### config.mk
export PLATFORM = sky130hd
export DESIGN_NAME = base64_stream_codec_flat
export DESIGN_NICKNAME = d
export VERILOG_FILES = /design/src/design/b64sc_pkg.sv /design/src/design/b64sc_in_if.sv /design/src/design/b64sc_out_if.sv /design/src/design/b64sc_front.sv /design/src/design/b64sc_queue.sv /design/src/design/b64sc_back.sv /design/src/design/base64_stream_codec.sv /design/src/flat_wrapper.sv
export SDC_FILE = /design/constraint.sdc
export NUM_CORES = 1
export LEC_CHECK = 0
export ABC_CLOCK_PERIOD_IN_PS = 6600
export BUFFER_PORTS_ARGS = -buffer_cell sky130_fd_sc_hd__buf_2
export CAP_MARGIN = 20
export CELL_PAD_IN_SITES_DETAIL_PLACEMENT = 0
export CELL_PAD_IN_SITES_GLOBAL_PLACEMENT = 2
export CORE_UTILIZATION = 39
export DETAILED_ROUTE_END_ITERATION = 10
export PLACE_DENSITY = 0.82
export SETUP_SLACK_MARGIN = 0.02
export SLEW_MARGIN = 25
export SYNTH_ARGS = -nofsm -noshare
export SYNTH_HDL_FRONTEND = slang
export SYNTH_HIERARCHICAL = 1
export SYNTH_SLANG_ARGS = --single-unit
### constraint.sdc
create_clock -name clk -period 6.6 [get_ports clk]
set_input_delay 0.33 -clock clk [delete_from_list [all_inputs] [get_ports clk]]
set_output_delay 0.33 -clock clk [all_outputs]
set_load 0.02 [all_outputs]
### src/design/b64sc_pkg.sv
`timescale 1ns / 1ps
// ----------------------------------------------------------------------------
// b64sc_pkg
// Shared types, constants and character mapping functions for the base64
// stream codec.
// ----------------------------------------------------------------------------
package b64sc_pkg;

  // pad character '='
  localparam logic [7:0] PAD_CHAR = 8'd61;

  // register indexes
  localparam logic REG_DIRECTION = 1'b0;

  // direction codes
  localparam logic DIR_ENCODE = 1'b0;
  localparam logic DIR_DECODE = 1'b1;

  // one finished group, handed from the front end to the back end
  typedef struct packed {
    logic [23:0] bits;       // group, msb first
    logic        dec;        // decode group: emit bytes, else characters
    logic [1:0]  enc_total;  // encode: characters past this index are '='
    logic [1:0]  last_idx;   // index of the final word of this group
    logic        last;       // group closes the message
  } job_t;

  // sextet to alphabet character
  function automatic logic [7:0] sextet_to_char(input logic [5:0] s);
    logic [7:0] c;
    if (s < 6'd26) begin
      c = 8'd65 + {2'b00, s};
    end else if (s < 6'd52) begin
      c = 8'd97 + {2'b00, s} - 8'd26;
    end else if (s < 6'd62) begin
      c = 8'd48 + {2'b00, s} - 8'd52;
    end else if (s == 6'd62) begin
      c = 8'd43;
    end else begin
      c = 8'd47;
    end
    return c;
  endfunction

  // alphabet character to sextet, anything else maps to zero
  function automatic logic [5:0] char_to_sextet(input logic [7:0] c);
    logic [7:0] v;
    if (c >= 8'd65 && c <= 8'd90) begin
      v = c - 8'd65;
    end else if (c >= 8'd97 && c <= 8'd122) begin
      v = c - 8'd97 + 8'd26;
    end else if (c >= 8'd48 && c <= 8'd57) begin
      v = c - 8'd48 + 8'd52;
    end else if (c == 8'd43) begin
      v = 8'd62;
    end else if (c == 8'd47) begin
      v = 8'd63;
    end else begin
      v = 8'd0;
    end
    return v[5:0];
  endfunction

endpackage

### src/design/b64sc_in_if.sv
`timescale 1ns / 1ps
// ----------------------------------------------------------------------------
// b64sc_in_if
// Input stream channel: one raw byte or character per word.
// ----------------------------------------------------------------------------
interface b64sc_in_if;
  logic       valid;
  logic       ready;
  logic [7:0] in_byte;
  logic       in_last;

  modport source (output valid, output in_byte, output in_last, input ready);
  modport sink (input valid, input in_byte, input in_last, output ready);
endinterface

### src/design/b64sc_out_if.sv
`timescale 1ns / 1ps
// ----------------------------------------------------------------------------
// b64sc_out_if
// Output stream channel: one encoded character or decoded byte per word.
// ----------------------------------------------------------------------------
interface b64sc_out_if;
  logic       valid;
  logic       ready;
  logic [7:0] out_byte;
  logic       out_last;

  modport source (output valid, output out_byte, output out_last, input ready);
  modport sink (input valid, input out_byte, input out_last, output ready);
endinterface

### src/design/b64sc_front.sv
`timescale 1ns / 1ps
// ----------------------------------------------------------------------------
// b64sc_front
// Accepts input words, gathers them into groups and pushes each finished
// group into the job queue.
// ----------------------------------------------------------------------------
module b64sc_front (
  input  logic               clk,
  input  logic               rst,
  input  logic               dec,
  input  logic               clear,
  b64sc_in_if.sink           feed,
  input  logic               full,
  output logic               push,
  output b64sc_pkg::job_t    push_job
);
  import b64sc_pkg::*;

  logic [17:0] group_bits;
  logic [1:0]  group_fill;
  logic [1:0]  pad_count;

  logic        accept;
  logic        done;
  logic [5:0]  sext;
  logic [1:0]  pad_seen;
  logic [23:0] enc_bits;
  logic [1:0]  enc_total;
  logic [23:0] dec_bits;
  logic [1:0]  dec_cnt;
  logic [1:0]  dec_out;

  assign feed.ready = !full;
  assign accept     = feed.valid && feed.ready;

  // character classification
  always_comb begin
    sext     = char_to_sextet(feed.in_byte);
    pad_seen = pad_count;
    if (feed.in_byte == PAD_CHAR && pad_count < 2'd2) begin
      pad_seen = pad_count + 2'd1;
    end
  end

  // encode group alignment
  always_comb begin
    case (group_fill)
      2'd0: begin
        enc_bits  = {feed.in_byte, 16'h0000};
        enc_total = 2'd1;
      end
      2'd1: begin
        enc_bits  = {group_bits[7:0], feed.in_byte, 8'h00};
        enc_total = 2'd2;
      end
      default: begin
        enc_bits  = {group_bits[15:0], feed.in_byte};
        enc_total = 2'd3;
      end
    endcase
  end

  // decode group alignment and byte count
  always_comb begin
    case (group_fill)
      2'd0: begin
        dec_bits = {sext, 18'h00000};
        dec_cnt  = 2'd1;
      end
      2'd1: begin
        dec_bits = {group_bits[5:0], sext, 12'h000};
        dec_cnt  = 2'd1;
      end
      2'd2: begin
        dec_bits = {group_bits[11:0], sext, 6'h00};
        dec_cnt  = 2'd2;
      end
      default: begin
        dec_bits = {group_bits, sext};
        dec_cnt  = 2'd3;
      end
    endcase
    dec_out = (dec_cnt > pad_seen) ? dec_cnt - pad_seen : 2'd1;
  end

  // group close and job build
  always_comb begin
    if (dec) begin
      done               = (group_fill == 2'd3) || feed.in_last;
      push_job.bits      = dec_bits;
      push_job.dec       = DIR_DECODE;
      push_job.enc_total = 2'd0;
      push_job.last_idx  = dec_out - 2'd1;
    end else begin
      done               = (group_fill >= 2'd2) || feed.in_last;
      push_job.bits      = enc_bits;
      push_job.dec       = DIR_ENCODE;
      push_job.enc_total = enc_total;
      push_job.last_idx  = 2'd3;
    end
    push_job.last = feed.in_last;
    push          = accept && done;
  end

  // group state
  always_ff @(posedge clk) begin
    if (rst || clear) begin
      group_bits <= '0;
      group_fill <= '0;
      pad_count  <= '0;
    end else if (accept) begin
      if (done) begin
        group_bits <= '0;
        group_fill <= '0;
        pad_count  <= '0;
      end else begin
        group_bits <= dec ? {group_bits[11:0], sext} : {group_bits[9:0], feed.in_byte};
        group_fill <= group_fill + 2'd1;
        pad_count  <= dec ? pad_seen : 2'd0;
      end
    end
  end

  // encode groups hold at most two bytes and never count padding
  a_enc_fill: assert property (@(posedge clk) disable iff (rst)
    !dec |-> (group_fill != 2'd3 && pad_count == 2'd0))
    else $error("encode group state out of range");

  // padding count saturates at two
  a_pad_sat: assert property (@(posedge clk) disable iff (rst)
    pad_count != 2'd3)
    else $error("pad count overflow");

endmodule

### src/design/b64sc_queue.sv
`timescale 1ns / 1ps
// ----------------------------------------------------------------------------
// b64sc_queue
// Short job queue between the front end and the back end.
// ----------------------------------------------------------------------------
module b64sc_queue #(
  parameter int DEPTH = 2
) (
  input  logic               clk,
  input  logic               rst,
  input  logic               push,
  input  b64sc_pkg::job_t    push_job,
  output logic               full,
  input  logic               pop,
  output logic               head_valid,
  output b64sc_pkg::job_t    head
);
  import b64sc_pkg::*;

  localparam int PTR_W = (DEPTH > 1) ? $clog2(DEPTH) : 1;
  localparam int CNT_W = $clog2(DEPTH + 1);

  job_t             slots [DEPTH];
  logic [PTR_W-1:0] wr_ptr;
  logic [PTR_W-1:0] rd_ptr;
  logic [CNT_W-1:0] count;

  assign full       = (count == CNT_W'(DEPTH));
  assign head_valid = (count != '0);
  assign head       = slots[rd_ptr];

  // storage
  always_ff @(posedge clk) begin
    if (push) begin
      slots[wr_ptr] <= push_job;
    end
  end

  // pointers and fill count
  always_ff @(posedge clk) begin
    if (rst) begin
      wr_ptr <= '0;
      rd_ptr <= '0;
      count  <= '0;
    end else begin
      if (push) begin
        wr_ptr <= (wr_ptr == PTR_W'(DEPTH - 1)) ? '0 : wr_ptr + 1'b1;
      end
      if (pop) begin
        rd_ptr <= (rd_ptr == PTR_W'(DEPTH - 1)) ? '0 : rd_ptr + 1'b1;
      end
      if (push && !pop) begin
        count <= count + 1'b1;
      end else if (pop && !push) begin
        count <= count - 1'b1;
      end
    end
  end

  // no write into a full queue, no read from an empty one
  a_no_overrun: assert property (@(posedge clk) disable iff (rst)
    (push |-> !full) and (pop |-> head_valid))
    else $error("job queue overrun or underrun");

endmodule

### src/design/b64sc_back.sv
`timescale 1ns / 1ps
// ----------------------------------------------------------------------------
// b64sc_back
// Walks the head job into a registered output stage, one word per cycle unless stalled.
// ----------------------------------------------------------------------------
module b64sc_back (
  input  logic               clk,
  input  logic               rst,
  input  logic               head_valid,
  input  b64sc_pkg::job_t    head,
  output logic               pop,
  b64sc_out_if.source        emit
);
  import b64sc_pkg::*;

  logic       obuf_valid;
  logic [7:0] obuf_byte;
  logic       obuf_last;
  logic [1:0] idx;

  logic       load;
  logic [5:0] sext;
  logic [7:0] dec_byte;
  logic [7:0] word;

  assign emit.valid    = obuf_valid;
  assign emit.out_byte = obuf_byte;
  assign emit.out_last = obuf_last;

  assign load = head_valid && (!obuf_valid || emit.ready);
  assign pop  = load && (idx == head.last_idx);

  // pick the current sextet or byte of the group
  always_comb begin
    case (idx)
      2'd0: begin
        sext     = head.bits[23:18];
        dec_byte = head.bits[23:16];
      end
      2'd1: begin
        sext     = head.bits[17:12];
        dec_byte = head.bits[15:8];
      end
      2'd2: begin
        sext     = head.bits[11:6];
        dec_byte = head.bits[7:0];
      end
      default: begin
        sext     = head.bits[5:0];
        dec_byte = head.bits[7:0];
      end
    endcase
    if (head.dec) begin
      word = dec_byte;
    end else if (idx <= head.enc_total) begin
      word = sextet_to_char(sext);
    end else begin
      word = PAD_CHAR;
    end
  end

  // word index within the head job
  always_ff @(posedge clk) begin
    if (rst) begin
      idx <= '0;
    end else if (load) begin
      idx <= pop ? 2'd0 : idx + 2'd1;
    end
  end

  // output stage
  always_ff @(posedge clk) begin
    if (rst) begin
      obuf_valid <= 1'b0;
    end else if (load) begin
      obuf_valid <= 1'b1;
    end else if (emit.ready) begin
      obuf_valid <= 1'b0;
    end
  end

  always_ff @(posedge clk) begin
    if (load) begin
      obuf_byte <= word;
      obuf_last <= head.last && (idx == head.last_idx);
    end
  end

  // the word index never runs past the head job
  a_idx_range: assert property (@(posedge clk) disable iff (rst)
    head_valid |-> idx <= head.last_idx)
    else $error("word index past end of job");

endmodule

### src/design/base64_stream_codec.sv
`timescale 1ns / 1ps
// ----------------------------------------------------------------------------
// base64_stream_codec
// Byte-wide base64 encoder and decoder with an APB-style direction register.
// ----------------------------------------------------------------------------
// path: a group's job enters the queue, then its words enter the output register
// throughput: one input word per cycle unless the queue is full; the single
//   output stage drives one word per cycle unless stalled, so encoding is
//   bound by the output side, which emits four characters per three bytes
// reset: rst selects encode and clears the open group, the job queue and
//   the output stage; a direction write also drops any open group
module base64_stream_codec #(
  parameter int QUEUE_DEPTH = 2
) (
  input  logic        clk,
  input  logic        rst,
  input  logic        psel,
  input  logic        penable,
  input  logic        pwrite,
  input  logic [2:0]  paddr,
  input  logic [31:0] pwdata,
  output logic [31:0] prdata,
  output logic        pready,
  b64sc_in_if.sink    feed,
  b64sc_out_if.source emit
);
  import b64sc_pkg::*;

  logic direction;
  logic cfg_write;
  logic push;
  logic pop;
  logic full;
  logic head_valid;
  job_t push_job;
  job_t head;

  // register port
  assign pready    = 1'b1;
  assign cfg_write = psel && penable && pwrite && (paddr[2] == REG_DIRECTION);
  assign prdata    = (paddr[2] == REG_DIRECTION) ? {31'd0, direction} : 32'd0;

  always_ff @(posedge clk) begin
    if (rst) begin
      direction <= DIR_ENCODE;
    end else if (cfg_write) begin
      direction <= pwdata[0];
    end
  end

  // front end: gathers groups
  b64sc_front u_front (
    .clk      (clk),
    .rst      (rst),
    .dec      (direction),
    .clear    (cfg_write),
    .feed     (feed),
    .full     (full),
    .push     (push),
    .push_job (push_job)
  );

  // job queue
  b64sc_queue #(
    .DEPTH (QUEUE_DEPTH)
  ) u_queue (
    .clk        (clk),
    .rst        (rst),
    .push       (push),
    .push_job   (push_job),
    .full       (full),
    .pop        (pop),
    .head_valid (head_valid),
    .head       (head)
  );

  // back end: emits words
  b64sc_back u_back (
    .clk        (clk),
    .rst        (rst),
    .head_valid (head_valid),
    .head       (head),
    .pop        (pop),
    .emit       (emit)
  );

endmodule

### src/flat_wrapper.sv
// flat-port wrapper written by rule: the top's interface ports become plain ports
module base64_stream_codec_flat import b64sc_pkg::*;
#(
  parameter int QUEUE_DEPTH = 2
)
  (clk, rst, psel, penable, pwrite, paddr, pwdata, prdata, pready, feed_valid, feed_in_byte, feed_in_last, feed_ready, emit_valid, emit_out_byte, emit_out_last, emit_ready);
  b64sc_in_if feed_i ();
  b64sc_out_if emit_i ();
  input  logic clk;
  input  logic rst;
  input  logic psel;
  input  logic penable;
  input  logic pwrite;
  input  logic [2:0] paddr;
  input  logic [31:0] pwdata;
  output logic [31:0] prdata;
  output logic pready;
  input wire logic [$bits(feed_i.valid)-1:0] feed_valid;
  input wire logic [$bits(feed_i.in_byte)-1:0] feed_in_byte;
  input wire logic [$bits(feed_i.in_last)-1:0] feed_in_last;
  output wire logic [$bits(feed_i.ready)-1:0] feed_ready;
  output wire logic [$bits(emit_i.valid)-1:0] emit_valid;
  output wire logic [$bits(emit_i.out_byte)-1:0] emit_out_byte;
  output wire logic [$bits(emit_i.out_last)-1:0] emit_out_last;
  input wire logic [$bits(emit_i.ready)-1:0] emit_ready;
  assign feed_i.valid = feed_valid;
  assign feed_i.in_byte = feed_in_byte;
  assign feed_i.in_last = feed_in_last;
  assign feed_ready = feed_i.ready;
  assign emit_valid = emit_i.valid;
  assign emit_out_byte = emit_i.out_byte;
  assign emit_out_last = emit_i.out_last;
  assign emit_i.ready = emit_ready;
  base64_stream_codec #(.QUEUE_DEPTH(QUEUE_DEPTH)) u_core (.clk(clk), .rst(rst), .psel(psel), .penable(penable), .pwrite(pwrite), .paddr(paddr), .pwdata(pwdata), .prdata(prdata), .pready(pready), .feed(feed_i), .emit(emit_i));
endmodule
# Word-level counts from Yosys, hierarchy flattened
# Memory sizes are Yosys's and may differ from the RTL's. A register that Yosys moved wholly into a read port is not among the register bits.
# Cells that the tools add are included.
[totals]
n_memories = 1
register_bits = 39
input_bits = 51
output_inout_bits = 44
elab_cells = 122
ram_bits = 60
[op_classes]
addsub = 19
n_lt_le_gt_ge = 13
n_eq_ne = 11
bitwise = 1
n_reduce_logical = 28
n_mux = 38
[mem_list]
columns = ["memory", "depth", "word_bits", "read_ports", "rd_ports_with_merged_regs", "write_ports", "line", "text"]
rows = [
  ["u_core.u_queue.slots", 2, 30, 1, 1, 1, "b64sc_queue.sv:23", "job_t slots [DEPTH];"],
]
[op_table]
columns = ["operator", "count"]
rows = [
  ["case mux 24 bit (3 select lines)", 1],
  ["case mux 24 bit (2 select lines)", 1],
  ["two-way mux 8 bit", 5],
  ["two-way mux 18 bit", 2],
  ["two-way mux 6 bit", 5],
  ["two-way mux 29 bit", 1],
  ["equality test 8 x 6 -> 1 bit, second input constant", 3],
  ["case mux 6 bit (3 select lines)", 1],
  ["adder 7 x 6 -> 8 bit, first input constant", 2],
  ["greater-or-equal comparator 8 x 7 -> 1 bit, second input constant", 2],
  ["less-or-equal comparator 8 x 7 -> 1 bit, second input constant", 2],
  ["two-way mux 2 bit", 8],
  ["case mux 8 bit (2 select lines)", 1],
  ["logical AND 1 bit", 14],
  ["< comparator 6 bit, second input constant", 2],
  ["subtractor 6 bit, second input constant", 2],
  ["two-way mux 1 bit", 10],
  ["adder 2 x 1 -> 2 bit, second input constant", 4],
  ["equality test 2 bit, second input constant", 4],
  ["greater-or-equal comparator 8 x 6 -> 1 bit, second input constant", 1],
  ["less-or-equal comparator 8 x 6 -> 1 bit, second input constant", 1],
  ["case mux 2 bit (2 select lines)", 2],
  ["subtractor 7 x 6 -> 8 bit, second input constant", 1],
  ["subtractor 8 x 5 -> 8 bit, second input constant", 1],
  ["other kinds (22)", 34],
]

# Logic depth before layout (Yosys ltp)
[depth]
word_depth = 9
ltp_mapped = 12
ltp_nobuf = 11

# By module
# Netlist, hierarchy kept.
[by_module_without_submodules]
columns = ["mod", "cells_per_inst", "seq_area_each_um2", "area_per_inst_um2", "n_inst"]
rows = [
  ["b64sc_front", 351, 440.4, 2556.2, 1],
  ["b64sc_queue", 115, 1901.8, 2364.8, 1],
  ["b64sc_back", 156, 330.3, 1249.9, 1],
  ["base64_stream_codec", 40, 20.0, 309.0, 1],
]

# Least setup slack after synthesis
# OpenSTA, ideal clock, no wires.
[synth_path]
path_type = "reg2reg"
startpoint = "register u_core.u_queue.count[0]"
endpoint = "memory u_core/u_queue/slots[0][0] in the netlist's numbering (enable)"
period_less_slack_ns = 3.185
path_stages_with_launch = 7
n_path_buf = 1
path_slack_ns = 3.415
required_ns = 6.179
setup_ns = 0.421
t_arrival_ns = 2.764
cell_sequence = "dfxtp_1 > and2b_2 > inv_1 > nand2_1 > clkbuf_1 > nor2_1 > nor2b_1"
[synth_between]
elab_chain_cells = 6
[synth_rtl]
columns = ["element", "line", "text"]
rows = [
  ["start: declaration", "b64sc_queue.sv:26", "logic [CNT_W-1:0] count;"],
  ["start signal: assignment", "b64sc_queue.sv:53", "count <= count + 1'b1;"],
  ["start signal: assignment", "b64sc_queue.sv:55", "count <= count - 1'b1;"],
  ["equality test 2 bit", "b64sc_queue.sv:28", "assign full = (count == CNT_W'(DEPTH));"],
  ["via u_core.full", "base64_stream_codec.sv:33", "logic full;"],
  ["logical NOT 1 bit", "b64sc_front.sv:33", "assign feed.ready = !full;"],
  ["via feed_ready", "flat_wrapper.sv:21", "output wire logic [$bits(feed_i.ready)-1:0] feed_ready;"],
  ["logical AND 1 bit", "b64sc_front.sv:34", "assign accept = feed.valid && feed.ready;"],
  ["logical AND 1 bit", "b64sc_front.sv:102", "push = accept && done;"],
  ["via u_core.push", "base64_stream_codec.sv:31", "logic push;"],
  ["two-way mux 1 bit", "b64sc_queue.sv:34", "if (push) begin"],
  ["two-way mux 1 bit (implied by the code)", "b64sc_queue.sv:35", "slots[wr_ptr] <= push_job;"],
  ["end: declaration", "b64sc_queue.sv:23", ""],
]
# The timed path passes the listed nets, and every way through them passes these cells.

# Worst setup path after layout
[layout_path]
startpoint = "register u_core.u_back.idx[0]"
endpoint = "register u_core.u_back.obuf_byte[3], in the netlist u_core/u_back/emit.out_byte[3] (data pin)"
[layout_between]
elab_chain_cells = 9
elab_cells_between_ends = 19
classes_between = "add/sub (5); order compare (4); eq/ne (2); mux (7); reduce/logical (1)"
[layout_rtl]
columns = ["element", "line", "text"]
rows = [
  ["start: declaration", "b64sc_back.sv:19", "logic [1:0] idx;"],
  ["start signal: assignment", "b64sc_back.sv:67", "idx <= pop ? 2'd0 : idx + 2'd1;"],
  ["equality test 2 bit, or another cell as far along", "b64sc_back.sv:35", "case (idx)"],
  ["case mux 6 bit (3 select lines)", "b64sc_back.sv:35", ""],
  ["adder 6 x 6 -> 7 bit", "b64sc_pkg.sv:36", "c = 8'd48 + {2'b00, s} - 8'd52;"],
  ["subtractor 7 x 6 -> 8 bit", "b64sc_pkg.sv:36", ""],
  ["two-way mux 8 bit", "b64sc_pkg.sv:35", "end else if (s < 6'd62) begin"],
  ["two-way mux 8 bit", "b64sc_pkg.sv:33", "end else if (s < 6'd52) begin"],
  ["two-way mux 8 bit", "b64sc_pkg.sv:31", "if (s < 6'd26) begin"],
  ["two-way mux 8 bit", "b64sc_back.sv:55", "end else if (idx <= head.enc_total) begin"],
  ["two-way mux 8 bit (*)", "b64sc_back.sv:53", "if (head.dec) begin"],
  ["via u_core.u_back.word[3]", "b64sc_back.sv:24", "logic [7:0] word;"],
  ["end signal: assignment", "b64sc_back.sv:84", "obuf_byte <= word;"],
  ["end: declaration", "b64sc_back.sv:17", "logic [7:0] obuf_byte;"],
]
# The timed path passes the listed nets; every way through them passes the cells marked *.
# A chain may end at the register's enable or synchronous reset.

==> run metrics <==
Critical Path RT 6690 ps; CTS Hold Bufs 0; First-pass DRT Iterations 5; Pwr per Cell Area 293 mW/mm^2; slowest CP cell a32oi_2; initial antenna violation count 0; IO Pins 95; Leak Pwr 0.00248 uW; Worst Path Arrival 3080 ps; Root Buffer clkbuf_16; end of the worst hold path u_core/u_queue/slots[0][0]$_DFFE_PP_; share of cells above drive strength 1 17.8%; maximum fanout along the worst path 14; sw power 739 uW; synthesized instance count 662; gr usage total 19.7%; maximum VDD drop 144 uV; routability cong. 0.875; Critical path buffers and inverters 0; hold path cells 1; Vias/cell 5.65; largest family of logic cells by synthesized area compound AO/OA/AOI/OAI gates; Ys Warns 6; Simple-Gate Fraction of Synth Area 13.8%; post-CTS setup buffer count 0; RSZ-0062 raised after global routing no; mux cell area share after synthesis 7.59%; Antenna diodes 0; pin count of the biggest net entering global routing 46; post_cts resized 0; Die Y 131 um; final setup vio count 0; Met1 Routed Length 7280 um; Core Footprint 0.0161 mm^2; Flop pwr share 38.9%; wire per inst 17.9 um; hold slack 209 ps; vias post-DR 5,003; final period utilization 45.3%; Die X 131 um; count leader, synth edfxtp_1; worst min-delay path class primary input to flop; Critical Path Source Type flop; final hold violations 0; Comb pwr share 36.8%; top post-synthesis cells by count edfxtp_1 (69), nand2_1 (67), a21oi_1 (44); Clock power frac 24.3%; Reg-to-Reg Start u_core/u_back/idx[0]$_SDFFE_PP0P_; Fmax 0.334 GHz; die area 0.0171 mm^2; vias in the first global route 4,781; Highest Signal Layer met4; post-synthesis sequential area ratio 41.6%; Reg2Reg Depth 7; EDFF count, synth 69; RR Endpoint u_core/u_back/emit.out_byte[3]$_DFFE_PP_; Clock Path Buffers 2; drt initial violations 440; Clock transition at path regs 70 ps; Avg Synthesized Cell Area 9.79 um^2; Crit. End Element flop; Starting Density 40.4%; GRT overflow 0; xor/xnor share of the synthesized area 1.62%; max cap viols 0; Max Slew Vio Count 0; sw frac 36.7%; Internal Power 1280 uW; Critical Path Max Stage Delay 610 ps; drt drc 0; Netlist cell types 80; area share of fa/ha/maj cells after synthesis 5.33%; prevailing post-synth register cell edfxtp_1; IO Port Bufs 29; DP HPWL 11,400 um; Least-Margin Pin Slew 946 ps; Met2 Wirelength 7640 um; crit path cell chain ha_1 > a21oi_1 > a32oi_2 > nor2b_1 > o311a_1 > a2111oi_2 > nor3_1; WS Path Type flop to flop; dominant cell type by area after synthesis edfxtp_1; CTS buffer count 9; critical path's top delay family compound AO/OA/AOI/OAI gates; register bit count reported by yosys 100; share of Yosys cell area claimed by the top area cell type 32.0%; first-pass GRT wire length 25,600 um; Clock Sinks 100; CTS H-tree depth 3; crit path time final 2990 ps; Hold Crit Start feed_in_last; area fraction in compound gates after synthesis 21.0%; DR WL met3 661 um; Post-DRT Antenna Nets 0; post-layout util 42.8%; leading post-synthesis cells by cell area edfxtp_1 (32%), dfxtp_1 (9.6%), mux2_2 (7.1%); Area growth, synth to finish 6.14%; post-route setup TNS 0 ps; CTS tree done; Post-synth ARST share 0%; Mapped Area 0.00648 mm^2; Post-Route WL 15,900 um; slew margin rel. 36.4%; r2r setup slk 3610 ps; Worst-Skew Late Latency 350 ps; outcome finished clean; row count 46; Setup Skew 7.68 ps; Final nets 742
power groups by stage:
stage	clock network (uW)	registers, uW	logic, uW
2_1_floorplan	0	820	560
3_3_place_gp	0	796	718
3_5_place_dp	0	799	732
4_1_cts	508	785	735
5_1_grt	528	793	824
6_report	490	785	742
final cells by class:
type / instances / area (um^2)
Sequential cell: 100 / 2690
Fill cell: 1555 / 9180
Timing Repair Buffer: 36 / 195
Tap cell: 216 / 270
Multi-Input combinational cell: 486 / 3330
Clock inverter: 6 / 46.3
Inverter: 31 / 116
Clock buffer: 10 / 229
worst max-delay path by stage:
stage	startpoint	endpoint	slack [ps]	depth (start not counted)
after detailed placement	u_core/u_back/idx[0]$_SDFFE_PP0P_	u_core/u_back/emit.out_byte[4]$_DFFE_PP_	3560	7
after global placement	u_core/u_back/idx[0]$_SDFFE_PP0P_	u_core/u_back/emit.out_byte[4]$_DFFE_PP_	3590	7
after floorplan	u_core/u_queue/count[0]$_SDFFE_PP0P_	u_core/u_queue/slots[0][0]$_DFFE_PP_	3420	6
final	u_core/u_back/idx[0]$_SDFFE_PP0P_	u_core/u_back/emit.out_byte[3]$_DFFE_PP_	3610	7
after CTS	u_core/u_back/idx[0]$_SDFFE_PP0P_	u_core/u_back/emit.out_byte[4]$_DFFE_PP_	3540	7
after global routing	u_core/u_front/group_fill[0]$_SDFFE_PP0P_	u_core/u_front/group_bits[3]$_SDFFE_PP0P_	3440	8
cells in the final DEF, fill, tap and decap left out, types with 7 or more instances in the layout:
master,Yosys,layout
a211oi_1,7,7
a21oi_1,44,44
a221oi_1,7,7
a22oi_1,22,22
a31oi_1,15,14
a32oi_1,7,7
buf_2,12,30
clkbuf_16,0,9
conb_1,2,32
dfxtp_1,31,30
edfxtp_1,69,69
ha_1,26,26
inv_1,30,30
mux2_2,41,41
nand2_1,67,67
nand3_1,15,15
nor2_1,38,38
o21ai_0,27,27
o21ai_1,12,12
xnor2_1,8,8
logic make-up (layout without fill, tap and decap cells):
kind of cell | count (synthesis) | after routing
compound gates | 192 | 192
xor+xnor | 12 | 12
fa+ha+maj | 27 | 27
buf+inv | 106 | 83
flops | 100 | 100
mux | 44 | 44
other cells | 2 | 32
simple gates | 179 | 179
registers in the layout (all words and copies together), names as in the netlist, named ones only:
name,cells
u_core/u_front/group_fill,2
u_core/u_front/group_bits,18
u_core/u_back/idx,2
u_core/u_back/emit.out_byte,8
u_core/u_queue/count,2
u_core/direction,1
u_core/u_queue/rd_ptr,1
u_core/u_queue/wr_ptr,1
u_core/u_back/emit.valid,1
u_core/u_front/pad_count,2
u_core/u_queue/slots,60
u_core/u_back/emit.out_last,1
through the flow:
step	cells	power, uW	setup WS [ps]	cell area, um^2
finish	885	2020	3610	6880
global route	885	2140	3440	6880
CTS	884	2030	3540	6870
detailed placement	868	1530	3560	6590
global placement	868	1510	3590	6590
floorplan	692	1380	3420	6590
layer usage:
layer | vias to the layer above | GRT usage (%)
met5 | - | 0
met4 | 0 | 7.03
met3 | 25 | 3.50
met2 | 153 | 32.3
met1 | 2430 | 26.0
li1 | 2395 | -
Note: power is estimated with default switching activity, not from simulation.
